$ cat src/sv/mcrp_pkg.sv
`timescale 1ns / 1ps
// Shared constants, opcodes, command and status types and speed helpers
// for the motor channel ramp profiler. Depends on nothing else.
package mcrp_pkg;

	localparam int TIME_W      = 32;
	localparam int SPD_W       = 8;
	localparam int MAG_W       = 7;
	localparam int STEP_W      = 7;
	localparam int PERIOD_W    = 16;
	localparam int SWCNT_W     = 8;
	localparam int OP_W        = 3;
	localparam int CFG_IDX_W   = 2;
	localparam int CFG_DATA_W  = 16;
	localparam int BUDGET_W    = TIME_W + STEP_W;
	localparam int ADJ_MAG_W   = SPD_W + 1;
	localparam int ADJ_MS_W    = 17;
	localparam int MS_PER_S    = 1000;
	localparam int SPEED_LIMIT = 100;
	localparam int STEP_RESET   = 10;
	localparam int PERIOD_RESET = 100;

	localparam logic [OP_W-1:0] OP_BEGIN      = 3'd0;
	localparam logic [OP_W-1:0] OP_TICK       = 3'd1;
	localparam logic [OP_W-1:0] OP_ADJ_DUR    = 3'd2;
	localparam logic [OP_W-1:0] OP_ADJ_SPEED  = 3'd3;
	localparam logic [OP_W-1:0] OP_END        = 3'd4;

	localparam logic [CFG_IDX_W-1:0] REG_SPEED_STEP    = 2'd0;
	localparam logic [CFG_IDX_W-1:0] REG_UPDATE_PERIOD = 2'd1;
	localparam logic [CFG_IDX_W-1:0] REG_SLIDE_MODE    = 2'd2;

	typedef struct packed {
		logic begin_init;
		logic tgt_zero;
		logic tgt_load;
		logic end_clear;
		logic adj_mul;
		logic adj_apply;
		logic div_start;
		logic budget_mul;
		logic upd_apply;
		logic done_eval;
		logic emit;
	} cmd_t;

	typedef struct packed {
		logic [OP_W-1:0] op;
		logic            busy;
		logic            tick_due;
		logic            spd_zero;
		logic            spd_change;
		logic            div_done;
		logic            out_free;
	} stat_t;

	function automatic logic signed [SPD_W-1:0] clamp_speed(input logic signed [SPD_W:0] v);
		logic signed [SPD_W:0] lim;
		logic signed [SPD_W:0] res;
		lim = (SPD_W + 1)'(SPEED_LIMIT);
		if (v > lim) begin
			res = lim;
		end else if (v < -lim) begin
			res = -lim;
		end else begin
			res = v;
		end
		return res[SPD_W-1:0];
	endfunction

	function automatic logic [MAG_W-1:0] speed_mag(input logic signed [SPD_W-1:0] v);
		logic signed [SPD_W-1:0] a;
		a = v[SPD_W-1] ? -v : v;
		return a[MAG_W-1:0];
	endfunction

endpackage

$ cat src/sv/mcrp_div.sv
`timescale 1ns / 1ps
// Radix-2 restoring divider, one quotient bit per cycle, for the remaining
// update periods. Depends on mcrp_pkg for its widths.
module mcrp_div (
	input  logic                          clk,
	input  logic                          arst_n,
	input  logic                          start,
	input  logic [mcrp_pkg::TIME_W-1:0]   dividend,
	input  logic [mcrp_pkg::PERIOD_W-1:0] divisor,
	output logic [mcrp_pkg::TIME_W-1:0]   quotient,
	output logic                          done
);

	localparam int CNT_BITS = $clog2(mcrp_pkg::TIME_W + 1);

	logic [mcrp_pkg::TIME_W-1:0]   quo_q;
	logic [mcrp_pkg::PERIOD_W-1:0] rem_q;
	logic [mcrp_pkg::PERIOD_W-1:0] dvs_q;
	logic [CNT_BITS-1:0]           cnt_q;
	logic                          done_q;
	logic [mcrp_pkg::PERIOD_W:0]   rem_sh;
	logic [mcrp_pkg::PERIOD_W:0]   rem_sub;
	logic                          ge;
	logic [mcrp_pkg::PERIOD_W-1:0] rem_nx;

	assign rem_sh  = {rem_q, quo_q[mcrp_pkg::TIME_W-1]};
	assign rem_sub = rem_sh - {1'b0, dvs_q};
	assign ge      = rem_sh >= {1'b0, dvs_q};
	assign rem_nx  = ge ? rem_sub[mcrp_pkg::PERIOD_W-1:0] : rem_sh[mcrp_pkg::PERIOD_W-1:0];

	always_ff @(posedge clk or negedge arst_n) begin
		if (!arst_n) begin
			cnt_q  <= '0;
			done_q <= 1'b0;
		end else begin
			done_q <= 1'b0;
			if (start) begin
				cnt_q <= CNT_BITS'(mcrp_pkg::TIME_W);
			end else if (cnt_q != '0) begin
				cnt_q <= cnt_q - CNT_BITS'(1);
				if (cnt_q == CNT_BITS'(1)) begin
					done_q <= 1'b1;
				end
			end
		end
	end

	always_ff @(posedge clk) begin
		if (start) begin
			quo_q <= dividend;
			rem_q <= '0;
			dvs_q <= divisor;
		end else if (cnt_q != '0) begin
			quo_q <= {quo_q[mcrp_pkg::TIME_W-2:0], ge};
			rem_q <= rem_nx;
		end
	end

	assign quotient = quo_q;
	assign done     = done_q;

endmodule

$ cat src/sv/mcrp_dp.sv
`timescale 1ns / 1ps
// Datapath of the ramp profiler: item and configuration registers, channel
// state, period divider, brake budget, ramp logic and the result register.
// Depends on mcrp_pkg and mcrp_div; driven by mcrp_ctrl through cmd_t.
module mcrp_dp (
	input  logic                                   clk,
	input  logic                                   arst_n,
	input  logic                                   load,
	input  logic [mcrp_pkg::OP_W-1:0]              op_in,
	input  logic [mcrp_pkg::TIME_W-1:0]            now_in,
	input  logic signed [mcrp_pkg::SPD_W-1:0]      cmd_speed_in,
	input  logic [mcrp_pkg::TIME_W-1:0]            dur_in,
	input  logic signed [mcrp_pkg::SPD_W-1:0]      adj_s_in,
	input  logic signed [mcrp_pkg::SPD_W-1:0]      adj_v_in,
	input  logic [mcrp_pkg::SWCNT_W-1:0]           count_in,
	input  logic                                   cfg_we,
	input  logic [mcrp_pkg::CFG_IDX_W-1:0]         cfg_idx,
	input  logic [mcrp_pkg::CFG_DATA_W-1:0]        cfg_wdata,
	input  mcrp_pkg::cmd_t                         cmd,
	output mcrp_pkg::stat_t                        stat,
	input  logic                                   out_ready,
	output logic                                   out_valid,
	output logic                                   out_forward,
	output logic [mcrp_pkg::MAG_W-1:0]             out_mag,
	output logic                                   out_stop,
	output logic                                   out_done,
	output logic                                   out_busy
);

	localparam int TW = mcrp_pkg::TIME_W;
	localparam int SW = mcrp_pkg::SPD_W;

	logic [mcrp_pkg::OP_W-1:0]          op_q;
	logic [TW-1:0]                      now_q;
	logic signed [SW-1:0]               cmd_speed_q;
	logic [TW-1:0]                      dur_q;
	logic signed [SW-1:0]               adj_s_q;
	logic signed [SW-1:0]               adj_v_q;
	logic [mcrp_pkg::SWCNT_W-1:0]       count_q;

	logic [mcrp_pkg::STEP_W-1:0]        step_q;
	logic [mcrp_pkg::PERIOD_W-1:0]      period_q;
	logic                               slide_q;

	logic [TW-1:0]                      deadline_q;
	logic [TW-1:0]                      next_upd_q;
	logic signed [SW-1:0]               target_q;
	logic signed [SW-1:0]               present_q;
	logic [mcrp_pkg::SWCNT_W-1:0]       seen_q;
	logic                               done_q;
	logic                               out_valid_q;

	logic [mcrp_pkg::BUDGET_W-1:0]      budget_q;
	logic [mcrp_pkg::ADJ_MS_W-1:0]      adj_ms_q;
	logic                               fwd_q;
	logic [mcrp_pkg::MAG_W-1:0]         mag_q;
	logic                               stop_q;
	logic                               rdone_q;
	logic                               rbusy_q;

	logic                               busy;
	logic                               switch_hit;
	logic                               out_free;
	logic                               do_emit;
	logic signed [SW:0]                 spd_sum;
	logic signed [SW-1:0]               ns;
	logic [mcrp_pkg::PERIOD_W-1:0]      period_eff;
	logic [TW-1:0]                      rem_time;
	logic [TW-1:0]                      quo;
	logic                               div_done;
	logic signed [mcrp_pkg::ADJ_MAG_W-1:0] adj_ext;
	logic [mcrp_pkg::ADJ_MAG_W-1:0]     adj_mag;
	logic                               adj_pos;
	logic [TW-1:0]                      dl_grow;
	logic [TW-1:0]                      dl_cand;
	logic [TW-1:0]                      dl_adj;

	logic [SW-1:0]                      cur;
	logic [SW-1:0]                      tgt;
	logic [SW-1:0]                      stp;
	logic [SW-1:0]                      down_t;
	logic [SW-1:0]                      down_0;
	logic [SW-1:0]                      up_v;
	logic                               brake;
	logic [SW-1:0]                      new_mag;
	logic signed [SW-1:0]               new_tgt;
	logic                               write_p;
	logic                               neg;
	logic signed [SW-1:0]               nm_s;
	logic signed [SW-1:0]               new_present;

	assign busy       = deadline_q != '0;
	assign switch_hit = busy && slide_q && (count_q != seen_q);
	assign out_free   = !out_valid_q || out_ready;
	assign do_emit    = cmd.emit && out_free;

	assign spd_sum = {target_q[SW-1], target_q} + {adj_v_q[SW-1], adj_v_q};
	assign ns      = mcrp_pkg::clamp_speed(spd_sum);

	assign period_eff = (period_q == '0) ? mcrp_pkg::PERIOD_W'(1) : period_q;
	assign rem_time   = deadline_q - now_q;

	mcrp_div u_div (
		.clk      (clk),
		.arst_n   (arst_n),
		.start    (cmd.div_start),
		.dividend (rem_time),
		.divisor  (period_eff),
		.quotient (quo),
		.done     (div_done)
	);

	assign adj_ext = {adj_s_q[SW-1], adj_s_q};
	assign adj_mag = adj_ext[mcrp_pkg::ADJ_MAG_W-1] ? mcrp_pkg::ADJ_MAG_W'(-adj_ext)
		: mcrp_pkg::ADJ_MAG_W'(adj_ext);
	assign adj_pos = !adj_s_q[SW-1] && (adj_s_q != '0);
	assign dl_grow = deadline_q + TW'(adj_ms_q);
	assign dl_cand = deadline_q - TW'(adj_ms_q);
	assign dl_adj  = adj_pos ? dl_grow : ((now_q >= dl_cand) ? now_q : dl_cand);

	assign cur    = {1'b0, mcrp_pkg::speed_mag(present_q)};
	assign tgt    = {1'b0, mcrp_pkg::speed_mag(target_q)};
	assign stp    = {1'b0, step_q};
	assign down_t = (cur > stp + tgt) ? cur - stp : tgt;
	assign down_0 = (cur > stp) ? cur - stp : '0;
	assign up_v   = (cur + stp < tgt) ? cur + stp : tgt;
	assign brake  = mcrp_pkg::BUDGET_W'(cur) >= budget_q;

	always_comb begin
		new_mag = cur;
		new_tgt = target_q;
		write_p = 1'b1;
		if (tgt < cur) begin
			new_mag = down_t;
		end else if (brake) begin
			new_tgt = '0;
			new_mag = down_0;
		end else if (tgt == cur) begin
			write_p = 1'b0;
		end else begin
			new_mag = up_v;
		end
		neg         = (present_q != '0) ? present_q[SW-1] : new_tgt[SW-1];
		nm_s        = new_mag;
		new_present = neg ? -nm_s : nm_s;
	end

	always_ff @(posedge clk) begin
		if (load) begin
			op_q        <= op_in;
			now_q       <= now_in;
			cmd_speed_q <= cmd_speed_in;
			dur_q       <= dur_in;
			adj_s_q     <= adj_s_in;
			adj_v_q     <= adj_v_in;
			count_q     <= count_in;
		end
		if (cmd.adj_mul) begin
			adj_ms_q <= mcrp_pkg::ADJ_MS_W'(adj_mag) * mcrp_pkg::ADJ_MS_W'(mcrp_pkg::MS_PER_S);
		end
		if (cmd.budget_mul) begin
			budget_q <= mcrp_pkg::BUDGET_W'(step_q) * mcrp_pkg::BUDGET_W'(quo);
		end
		if (do_emit) begin
			fwd_q   <= !present_q[SW-1];
			mag_q   <= mcrp_pkg::speed_mag(present_q);
			stop_q  <= present_q == '0;
			rdone_q <= done_q;
			rbusy_q <= busy;
		end
	end

	always_ff @(posedge clk or negedge arst_n) begin
		if (!arst_n) begin
			step_q      <= mcrp_pkg::STEP_W'(mcrp_pkg::STEP_RESET);
			period_q    <= mcrp_pkg::PERIOD_W'(mcrp_pkg::PERIOD_RESET);
			slide_q     <= 1'b0;
			deadline_q  <= '0;
			next_upd_q  <= '0;
			target_q    <= '0;
			present_q   <= '0;
			seen_q      <= '0;
			done_q      <= 1'b0;
			out_valid_q <= 1'b0;
		end else begin
			if (cfg_we) begin
				unique case (cfg_idx)
					mcrp_pkg::REG_SPEED_STEP:    step_q   <= cfg_wdata[mcrp_pkg::STEP_W-1:0];
					mcrp_pkg::REG_UPDATE_PERIOD: period_q <= cfg_wdata[mcrp_pkg::PERIOD_W-1:0];
					mcrp_pkg::REG_SLIDE_MODE:    slide_q  <= cfg_wdata[0];
					default: ;
				endcase
			end

			if (cmd.begin_init) begin
				deadline_q <= now_q + dur_q;
				seen_q     <= count_q;
				target_q   <= mcrp_pkg::clamp_speed({cmd_speed_q[SW-1], cmd_speed_q});
				present_q  <= '0;
			end else if (cmd.end_clear) begin
				deadline_q <= '0;
				next_upd_q <= '0;
				target_q   <= '0;
				present_q  <= '0;
			end else if (cmd.tgt_zero) begin
				target_q <= '0;
			end else if (cmd.tgt_load) begin
				target_q <= ns;
			end else if (cmd.adj_apply) begin
				deadline_q <= dl_adj;
			end else if (cmd.upd_apply) begin
				next_upd_q <= now_q + TW'(period_q);
				target_q   <= new_tgt;
				if (write_p) begin
					present_q <= new_present;
				end
			end else if (cmd.done_eval) begin
				if (switch_hit) begin
					seen_q     <= count_q;
					deadline_q <= now_q;
					done_q     <= 1'b1;
				end else begin
					done_q <= busy && (now_q >= deadline_q);
				end
			end

			if (do_emit) begin
				out_valid_q <= 1'b1;
			end else if (out_ready) begin
				out_valid_q <= 1'b0;
			end
		end
	end

	always_comb begin
		stat.op         = op_q;
		stat.busy       = busy;
		stat.tick_due   = busy && (next_upd_q != '0) && (now_q >= next_upd_q);
		stat.spd_zero   = ns == '0;
		stat.spd_change = (ns != target_q) && (now_q < deadline_q);
		stat.div_done   = div_done;
		stat.out_free   = out_free;
	end

	assign out_valid   = out_valid_q;
	assign out_forward = fwd_q;
	assign out_mag     = mag_q;
	assign out_stop    = stop_q;
	assign out_done    = rdone_q;
	assign out_busy    = rbusy_q;

endmodule

$ cat src/sv/mcrp_ctrl.sv
`timescale 1ns / 1ps
// Controller of the ramp profiler: decodes the opcode and sequences the
// datapath steps. Depends on mcrp_pkg; talks to mcrp_dp through cmd_t/stat_t.
module mcrp_ctrl (
	input  logic            clk,
	input  logic            arst_n,
	input  logic            accept,
	input  mcrp_pkg::stat_t stat,
	output mcrp_pkg::cmd_t  cmd,
	output logic            in_ready
);

	typedef enum logic [3:0] {
		S_IDLE,
		S_DECODE,
		S_CLEAR,
		S_UPD_START,
		S_UPD_WAIT,
		S_UPD_MUL,
		S_UPD_APPLY,
		S_ADJ_MUL,
		S_ADJ_APPLY,
		S_DONE_CHK,
		S_EMIT
	} state_t;

	state_t         state_q;
	mcrp_pkg::cmd_t cmd_q;
	logic           rdy_q;
	state_t         state_nx;
	mcrp_pkg::cmd_t cmd_nx;
	logic           rdy_nx;

	always_comb begin
		state_nx = state_q;
		cmd_nx   = '0;
		rdy_nx   = rdy_q;
		unique case (state_q)
			S_IDLE: begin
				if (accept) begin
					state_nx = S_DECODE;
					rdy_nx   = 1'b0;
				end
			end
			S_DECODE: begin
				state_nx         = S_DONE_CHK;
				cmd_nx.done_eval = 1'b1;
				unique case (stat.op)
					mcrp_pkg::OP_BEGIN: begin
						state_nx          = S_UPD_START;
						cmd_nx.done_eval  = 1'b0;
						cmd_nx.begin_init = 1'b1;
					end
					mcrp_pkg::OP_TICK: begin
						if (stat.tick_due) begin
							state_nx         = S_UPD_START;
							cmd_nx.done_eval = 1'b0;
						end
					end
					mcrp_pkg::OP_ADJ_DUR: begin
						if (stat.busy) begin
							state_nx         = S_ADJ_MUL;
							cmd_nx.done_eval = 1'b0;
							cmd_nx.adj_mul   = 1'b1;
						end
					end
					mcrp_pkg::OP_ADJ_SPEED: begin
						if (stat.busy && stat.spd_zero) begin
							state_nx         = S_UPD_START;
							cmd_nx.done_eval = 1'b0;
							cmd_nx.tgt_zero  = 1'b1;
						end else if (stat.busy && stat.spd_change) begin
							state_nx         = S_UPD_START;
							cmd_nx.done_eval = 1'b0;
							cmd_nx.tgt_load  = 1'b1;
						end
					end
					mcrp_pkg::OP_END: begin
						state_nx         = S_CLEAR;
						cmd_nx.done_eval = 1'b0;
						cmd_nx.end_clear = 1'b1;
					end
					default: ;
				endcase
			end
			S_CLEAR: begin
				state_nx         = S_DONE_CHK;
				cmd_nx.done_eval = 1'b1;
			end
			S_UPD_START: begin
				state_nx         = S_UPD_WAIT;
				cmd_nx.div_start = 1'b1;
			end
			S_UPD_WAIT: begin
				if (stat.div_done) begin
					state_nx          = S_UPD_MUL;
					cmd_nx.budget_mul = 1'b1;
				end
			end
			S_UPD_MUL: begin
				state_nx         = S_UPD_APPLY;
				cmd_nx.upd_apply = 1'b1;
			end
			S_UPD_APPLY: begin
				state_nx         = S_DONE_CHK;
				cmd_nx.done_eval = 1'b1;
			end
			S_ADJ_MUL: begin
				state_nx         = S_ADJ_APPLY;
				cmd_nx.adj_apply = 1'b1;
			end
			S_ADJ_APPLY: begin
				state_nx         = S_DONE_CHK;
				cmd_nx.done_eval = 1'b1;
			end
			S_DONE_CHK: begin
				state_nx    = S_EMIT;
				cmd_nx.emit = 1'b1;
			end
			S_EMIT: begin
				if (stat.out_free) begin
					state_nx = S_IDLE;
					rdy_nx   = 1'b1;
				end else begin
					cmd_nx.emit = 1'b1;
				end
			end
			default: begin
				state_nx = S_IDLE;
				rdy_nx   = 1'b1;
			end
		endcase
	end

	always_ff @(posedge clk or negedge arst_n) begin
		if (!arst_n) begin
			state_q <= S_IDLE;
			cmd_q   <= '0;
			rdy_q   <= 1'b1;
		end else begin
			state_q <= state_nx;
			cmd_q   <= cmd_nx;
			rdy_q   <= rdy_nx;
		end
	end

	assign cmd      = cmd_q;
	assign in_ready = rdy_q;

endmodule

$ cat src/sv/motor_channel_ramp_profiler_core.sv
`timescale 1ns / 1ps
// Top level of the motor channel ramp profiler: stream ports, configuration
// port and the controller/datapath pair. Depends on mcrp_pkg, mcrp_ctrl, mcrp_dp.
//
// Each input word carries one opcode (begin, tick, adjust duration, adjust
// speed, end) with the current millisecond time; each accepted word yields
// exactly one result word with the drive direction, magnitude, stop flag,
// command-done flag and busy flag.
// Configuration registers (speed step, update period, slide mode) are written
// through the cfg channel, which is always ready; index 0, 1 and 2 select them.
// Words are processed one at a time. Begin, a due tick and a speed
// adjustment that changes or zeroes the target run a profile update, which is
// bound by the one-bit-per-cycle 32-bit period divider. The result sits in an
// output register; s_tready rises again in the cycle the result is loaded
// there, so the next word can be taken even while the receiver stalls. A
// later result waits in the controller until the output register is free.
// Reset clears the channel state and loads the register defaults
// (step 10, period 100 ms, slide mode off); s_tready is high after reset.
module motor_channel_ramp_profiler_core (
	input  logic        clk,
	input  logic        arst_n,
	input  logic        s_tvalid,
	output logic        s_tready,
	// now_ms[31:0], command_speed[39:32], duration_ms[71:40],
	// duration_adjust_s[79:72], speed_adjust[87:80], end_switch_count[95:88]
	input  logic [95:0] s_tdata,
	// opcode[2:0]
	input  logic [2:0]  s_tuser,
	output logic        m_tvalid,
	input  logic        m_tready,
	// drive_forward[0], drive_magnitude[7:1], drive_stop[8], command_done[9],
	// channel_busy[10], zero fill [15:11]
	output logic [15:0] m_tdata,
	input  logic        cfg_valid,
	output logic        cfg_ready,
	input  logic [mcrp_pkg::CFG_IDX_W-1:0]  cfg_index,
	input  logic [mcrp_pkg::CFG_DATA_W-1:0] cfg_data
);

	mcrp_pkg::cmd_t              cmd_w;
	mcrp_pkg::stat_t             stat_w;
	logic                        accept;
	logic                        cfg_we;
	logic                        out_forward;
	logic [mcrp_pkg::MAG_W-1:0]  out_mag;
	logic                        out_stop;
	logic                        out_done;
	logic                        out_busy;

	assign accept    = s_tvalid && s_tready;
	assign cfg_ready = 1'b1;
	assign cfg_we    = cfg_valid && cfg_ready;

	mcrp_ctrl u_ctrl (
		.clk      (clk),
		.arst_n   (arst_n),
		.accept   (accept),
		.stat     (stat_w),
		.cmd      (cmd_w),
		.in_ready (s_tready)
	);

	mcrp_dp u_dp (
		.clk          (clk),
		.arst_n       (arst_n),
		.load         (accept),
		.op_in        (s_tuser),
		.now_in       (s_tdata[31:0]),
		.cmd_speed_in (s_tdata[39:32]),
		.dur_in       (s_tdata[71:40]),
		.adj_s_in     (s_tdata[79:72]),
		.adj_v_in     (s_tdata[87:80]),
		.count_in     (s_tdata[95:88]),
		.cfg_we       (cfg_we),
		.cfg_idx      (cfg_index),
		.cfg_wdata    (cfg_data),
		.cmd          (cmd_w),
		.stat         (stat_w),
		.out_ready    (m_tready),
		.out_valid    (m_tvalid),
		.out_forward  (out_forward),
		.out_mag      (out_mag),
		.out_stop     (out_stop),
		.out_done     (out_done),
		.out_busy     (out_busy)
	);

	assign m_tdata = {5'b0, out_busy, out_done, out_stop, out_mag, out_forward};

	a_accept_drops_ready: assert property (@(posedge clk) disable iff (!arst_n)
		accept |=> !s_tready)
		else $error("input taken while an earlier word was still in work");

	a_one_command: assert property (@(posedge clk) disable iff (!arst_n)
		$onehot0(cmd_w))
		else $error("controller issued more than one datapath command");

	a_emit_shows: assert property (@(posedge clk) disable iff (!arst_n)
		cmd_w.emit && stat_w.out_free |=> m_tvalid)
		else $error("emitted result not presented on the output");

	a_div_busy: assert property (@(posedge clk) disable iff (!arst_n)
		stat_w.div_done |-> !s_tready)
		else $error("divider finished while the controller was idle");

endmodule
$ cat config.mk
export PLATFORM = sky130hd
export DESIGN_NAME = motor_channel_ramp_profiler_core
export DESIGN_NICKNAME = d
export VERILOG_FILES = /design/src/sv/mcrp_pkg.sv /design/src/sv/mcrp_div.sv /design/src/sv/mcrp_dp.sv /design/src/sv/mcrp_ctrl.sv /design/src/sv/motor_channel_ramp_profiler_core.sv
export SDC_FILE = /design/constraint.sdc
export NUM_CORES = 2
export LEC_CHECK = 0
export BUFFER_PORTS_ARGS = -buffer_cell sky130_fd_sc_hd__buf_2
export CAP_MARGIN = 20
export CORE_ASPECT_RATIO = 0.7
export CORE_UTILIZATION = 40
export CTS_CLUSTER_SIZE = 8
export DETAILED_ROUTE_END_ITERATION = 8
export GPL_TIMING_DRIVEN = 0
export PLACE_DENSITY = 0.56
export SYNTH_ARGS = -nofsm -noshare
export SYNTH_HDL_FRONTEND = slang
export SYNTH_HIERARCHICAL = 1
export SYNTH_SLANG_ARGS = --single-unit
export TNS_END_PERCENT = 100
$ cat constraint.sdc
create_clock -name clk -period 5.3 [get_ports clk]
set_input_delay 0.53 -clock clk [delete_from_list [all_inputs] [get_ports clk]]
set_output_delay 0.53 -clock clk [all_outputs]
set_load 0.005 [all_outputs]
After elaboration in Yosys (flattened, before gate mapping)
Index checks and enable logic that the tools add are counted.
{ "classes": {"order_cmp": 14, "div": 0, "n_addsub": 15, "eq_ne": 37, "muxes": 101, "shift": 0, "multipliers": 2, "bitwise": 7, "n_reduce_logical": 52} }
{ "op_table": {"columns": ["op", "n"], "rows": [
  ["32-bit 2-to-1 mux", 17],
  ["8-bit 2-to-1 mux", 34],
  ["32-bit greater-or-equal comparator", 3],
  ["32-bit nonzero test", 2],
  ["7-bit by 39-bit greater-or-equal comparator with 1-bit output", 1],
  ["7-bit by 32-bit multiplier with 39-bit output", 1],
  ["4-bit case mux with 9 select lines", 1],
  ["32-bit by 16-bit adder with 32-bit output", 1],
  ["32-bit by 17-bit adder with 32-bit output", 1],
  ["32-bit adder", 1],
  ["32-bit < comparator", 1],
  ["32-bit by 17-bit subtractor with 32-bit output", 1],
  ["32-bit subtractor", 1],
  ["1-bit 2-to-1 mux", 29],
  ["4-bit 2-to-1 mux", 7],
  ["4-bit case mux with 5 select lines", 1],
  ["17-bit by 16-bit greater-or-equal comparator with 1-bit output", 1],
  ["7-bit by 7-bit adder with 8-bit output", 2],
  ["4-bit by 3-bit == test with 1-bit output, second input constant", 4],
  ["16-bit zero test", 1],
  ["8-bit zero test", 2],
  ["16-bit 2-to-1 mux", 1],
  ["8-bit != test", 2],
  ["8-bit nonzero test", 2],
  ["60 further kinds", 111]
]} }
{ "word_totals": {"regBits": 364, "inputBits": 122, "mem_count": 0, "latchBits": 0, "rom_bits": 0, "ramBits": 0, "wordCells": 271} }

Depth between registers and ports, before layout
{ "depth": {"depth_word": 17, "depth_mapped": 25} }

By module
The synthesis kept the hierarchy.
{ "modules_own_cells": {"columns": ["mod", "area_per_inst_um2", "cells_per_inst", "seq_area_each_um2", "instances"], "rows": [
  ["mcrp_dp", 29484.5, 3199, 7753.7, 1],
  ["mcrp_div", 3707.3, 305, 1936.9, 1],
  ["mcrp_ctrl", 757.0, 72, 401.6, 1],
  ["motor_channel_ramp_profiler_core", 88.8, 13, 0.0, 1]
]} }

Worst setup path after synthesis
No wires, ideal clock.
{ "synth_path": {"path_type": "register to register", "from": "reg u_dp/step_q[3] in the netlist's numbering", "to": "reg u_dp/budget_q[37] in the netlist's numbering (data pin)", "path_stages_with_launch": 21, "period_less_slack_ns": 5.450, "required_time_ns": 5.042, "setup_slack_ns": -0.150, "path_buffers": 1, "setup_time_ns": 0.258, "arrival_ns": 5.193, "cell_sequence": "dfstp_2 clkbuf_1 nand2_1 fa_1 fa_1 inv_1 fa_1 inv_1 fa_1 inv_1 ha_1 nand2_1 nor2_1 and3_1 a31oi_1 o41ai_2 a211oi_2 o211ai_1 a21o_1 a21oi_1 xnor2_1"} }
{ "synth_between": {"elab_chain_cells": 1} }
{ "synth_lines": {"columns": ["item", "line_no", "source"], "rows": [
  ["start, declared", "mcrp_dp.sv:41", "logic [mcrp_pkg::STEP_W-1:0] step_q;"],
  ["start signal, assigned", "mcrp_dp.sv:175", "step_q <= mcrp_pkg::STEP_W'(mcrp_pkg::STEP_RESET);"],
  ["start signal, assigned", "mcrp_dp.sv:188", "mcrp_pkg::REG_SPEED_STEP: step_q <= cfg_wdata[mcrp_pkg::STEP_W-1:0];"],
  ["7-bit by 32-bit multiplier with 39-bit output", "mcrp_dp.sv:162", "budget_q <= mcrp_pkg::BUDGET_W'(step_q) * mcrp_pkg::BUDGET_W'(quo);"],
  ["end signal, assigned", "mcrp_dp.sv:162", null],
  ["end, declared", "mcrp_dp.sv:53", "logic [mcrp_pkg::BUDGET_W-1:0] budget_q;"]
]} }
Every way passes these cells.
A chain may end at the register's enable or synchronous reset.

Final worst setup path
{ "layout_path": {"from": "reg u_dp.deadline_q[3]", "to": "reg u_dp.deadline_q[13]"} }
{ "layout_between": {"elab_chain_cells": 9, "elab_cells_between_ends": 15, "classes_between": "add/sub (2); order compare (1); mux (7); reduce/logical (5)"} }
{ "layout_lines": {"columns": ["item", "line_no", "source"], "rows": [
  ["start, declared", "mcrp_dp.sv:45", "logic [TW-1:0] deadline_q;"],
  ["start signal, assigned", "mcrp_dp.sv:196", "deadline_q <= now_q + dur_q;"],
  ["start signal, assigned", "mcrp_dp.sv:210", "deadline_q <= dl_adj;"],
  ["start signal, assigned", "mcrp_dp.sv:220", "deadline_q <= now_q;"],
  ["32-bit by 17-bit subtractor with 32-bit output", "mcrp_dp.sv:118", "assign dl_cand = deadline_q - TW'(adj_ms_q);"],
  ["32-bit greater-or-equal comparator", "mcrp_dp.sv:119", "assign dl_adj = adj_pos ? dl_grow : ((now_q >= dl_cand) ? now_q : dl_cand);"],
  ["32-bit 2-to-1 mux (2 in series)", "mcrp_dp.sv:119", null],
  ["32-bit 2-to-1 mux", "mcrp_dp.sv:209", "end else if (cmd.adj_apply) begin"],
  ["32-bit 2-to-1 mux", "mcrp_dp.sv:207", "end else if (cmd.tgt_load) begin"],
  ["32-bit 2-to-1 mux", "mcrp_dp.sv:205", "end else if (cmd.tgt_zero) begin"],
  ["32-bit 2-to-1 mux", "mcrp_dp.sv:200", "end else if (cmd.end_clear) begin"],
  ["32-bit 2-to-1 mux", "mcrp_dp.sv:195", "if (cmd.begin_init) begin"]
]} }
Several ways; a longest one is shown, not always the timed one. The select of a mux whose other input is x is not followed.

==> impl_metrics.ini <==
[final_layout]
design_area_sq_mm = 0.0408
drive_gt1_share_pct = 20.0
area_growth_pct = 20.0
final_nets = 4579

[critical_path]
cpMostUsedCell = buf_6
slowest_stage = a2111oi_4
rr_startpoint = u_dp/deadline_q[3]
ff2ff_setup_slack_ns = -0.19
cp_max_fo = 5
critPathMaxStageDelay_ns = 0.53
r2r_cells = 26
crit_required_ns = 5.82
criticalPathCategory = reg2reg
arrival_ns = 6.01
cp-start-kind = flop
endpoint_kind = flop
r2r_end = u_dp/deadline_q[13]

[synthesis]
synth_flop_cell = edfxtp_1
ys_types = 118
synth.avg_cell_area_sq_um = 9.48
ys_ff_latch = 364
synth_cells = 3589
synth.area.top_cells = edfxtp_1 (19%), ha_1 (12%), fa_1 (11%), dfrtp_1 (9.6%), xnor2_1 (4.5%)
synth_top_area_share_pct = 18.6
ys_async_sr_fraction_pct = 37.6
synth_seq_area_share_pct = 29.7
yosysTopAreaCell = edfxtp_1
synth_edf_count = 211
synth_area_sq_mm = 0.0340
synth_warnings = 6

[drt]
ant_nets = 0
drcViolationCount = 0
drt-total-wl_mm = 110
viasPerCell = 5.59
drt_iter0_drc = 2667
num_vias = 28589
routedWlPerCell_microns = 21.5
dr.pass1.iters = 6

[hold_path]
hold-path-endpoint = u_dp/dur_q[14]
hold_depth = 1
hp-start = s_tdata[54]
hold_class = in2reg

[timing]
hold_viol = 0
drv_slew = 0
grt_setup_unrepaired = true
relSlewSlack_pct = 11.7
skew_ns = 0.0400
fin_crit_sh_pct = 103
fmax_mhz = 182
tightest_slew_ns = 1.32
setup_slack_ns = -0.185
report.final.setup_viol = 35
min_period_ns = 5.49

[cts]
htree_levels = 2
cts_sinks = 364
cts_tree = yes
insertion_delay_ns = 0.64
cts_buffers = 52
cts-root-buf = clkbuf_16
clk_pin_slew_ns = 0.06
clockBufferDepth = 3

[die]
fp.dieW_microns = 351
row_count = 89
design.die.area_sq_mm = 0.0863
initial_core_util_pct = 40.4
io-pin-count = 141
die_y_microns = 246
coreArea_sq_mm = 0.0843

[grt]
first_global_vias = 27357
grt_pass1_wl_mm = 166
grt_max_degree = 100
grt_remaining_overflow = 0
grt.total_usage_pct = 25.1
grt_antenna_before_repair = 7

[status]
violations = negative setup slack
status = finished with violations

[placed_design]
placed_area_sq_mm = 0.0363
gp_congestion = 0.965
place_hpwl_mm = 82.7
portBuffers = 134

[job]
maxCapViolCount = 0
## synthesized netlist by cell type, drive strengths merged (59+ instances only)
cell,instances
nor2,185
clkbuf,104
o21ai,169
nand2,265
a21o,92
inv,408
fa,184
a21oi,184
and2,146
nor3,61
dfrtp,131
ha,337
mux2,61
nand3,59
xnor2,176
edfxtp,211
## per-layer routing
metal / part of all wire [%] / global-route usage [%] / vias up
met5: 0 / 0 / -
met4: 1.9 / 5.33 / 0
met3: 9.6 / 5.78 / 188
met2: 40 / 35.3 / 1100
met1: 48 / 38.5 / 13937
li1: - / - / 13364
## state kept, by name, summed over array words and instances (netlist names), 6 cells and up
register             cells
u_ctrl/cmd              11
u_dp/adj_ms_q           14
u_dp/adj_s_q             8
u_dp/adj_v_q             8
u_dp/budget_q           39
u_dp/cmd_speed_q         8
u_dp/count_q             8
u_dp/deadline_q         32
u_dp/dur_q              32
u_dp/next_upd_q         32
u_dp/now_q              32
u_dp/out_mag             7
u_dp/period_q           16
u_dp/present_q           8
u_dp/seen_q              8
u_dp/step_q              7
u_dp/target_q            8
u_dp/u_div/cnt_q         6
u_dp/u_div/dvs_q        16
u_dp/u_div/quotient     32
u_dp/u_div/rem_q        16
## worst max-delay path: cells and delay by family (launching register included)
kind | cells | cell delay [ns]
buf+inv | 6 | 0.74
flops | 1 | 0.40
compound gates | 11 | 2.35
fa+ha+maj | 3 | 0.60
simple gates | 6 | 1.27
## layout make-up
type	count	area, sq um
Timing Repair Buffer	295	2130
Clock buffer	90	1450
Buffer	124	842
Sequential cell	364	10100
Fill cell	8025	43500
Multi-Input combinational cell	2690	23300
Antenna cell	3	7.51
Tap cell	1137	1420
Clock inverter	5	60.1
Inverter	409	1540
## cells by family after synthesis
group	share of synthesized area [%]
AND/OR/NAND/NOR	15.1
AO/OA/AOI/OAI	17.2
buffers and inverters	6.25
adder cells (fa/ha/maj)	23.2
flip-flops	29.7
XOR/XNOR	5.92
multiplexers	2.67
other	0.0441
## per-stage QoR
step	hold slack, ns	std cells	setup TNS [ns]	utilization (%)	worst slack, ns
4_1_cts	0.0324	5075	-0.520	47.1	-0.137
3_3_place_gp	0.442	4866	-48.35	42.9	-1.42
5_1_grt	0.0482	5114	-9.77	48.4	-0.384
6_report	0.0726	5117	-2.92	48.4	-0.185
3_5_place_dp	0.444	4870	-48.10	43.0	-1.40
2_1_floorplan	0.234	3595	0	-	0.00975
## layout by cell type (no fill, tap or decap), drive strengths merged, types with 169 or more instances in the layout
master  count
nor2      185
buf       326
nand2     266
xnor2     176
inv       409
edfxtp    211
o21ai     169
ha        337
fa        184
a21oi     184
clkbuf    182
## worst max-delay path by stage
| stage | to | cells past startpoint | slack, ns | from |
|---|---|---|---|---|
| 2_1_floorplan | u_dp/budget_q[37] | 21 | 0.01 | u_dp/step_q[6] |
| 3_3_place_gp | u_dp/deadline_q[16] | 21 | -1.42 | u_dp/deadline_q[13] |
| 3_5_place_dp | u_dp/deadline_q[16] | 23 | -1.40 | u_dp/deadline_q[3] |
| 4_1_cts | u_dp/budget_q[38] | 21 | -0.14 | u_dp/step_q[3] |
| 5_1_grt | u_dp/deadline_q[13] | 26 | -0.38 | u_dp/deadline_q[3] |
| 6_report | u_dp/deadline_q[13] | 26 | -0.19 | u_dp/deadline_q[3] |
## repair_timing
item                                    CTS  global route
pin swaps                               106           156
setup buffers                           114            48
hold endpoints to repair                 35             0
endpoints found under the setup margin   66            59
gates resized for setup                 239           219
gates cloned                              3             2
hold buffers                              1             0
Power is not shown: default switching activity piles up to over one toggle a cycle in this logic, so the estimate is an artifact.
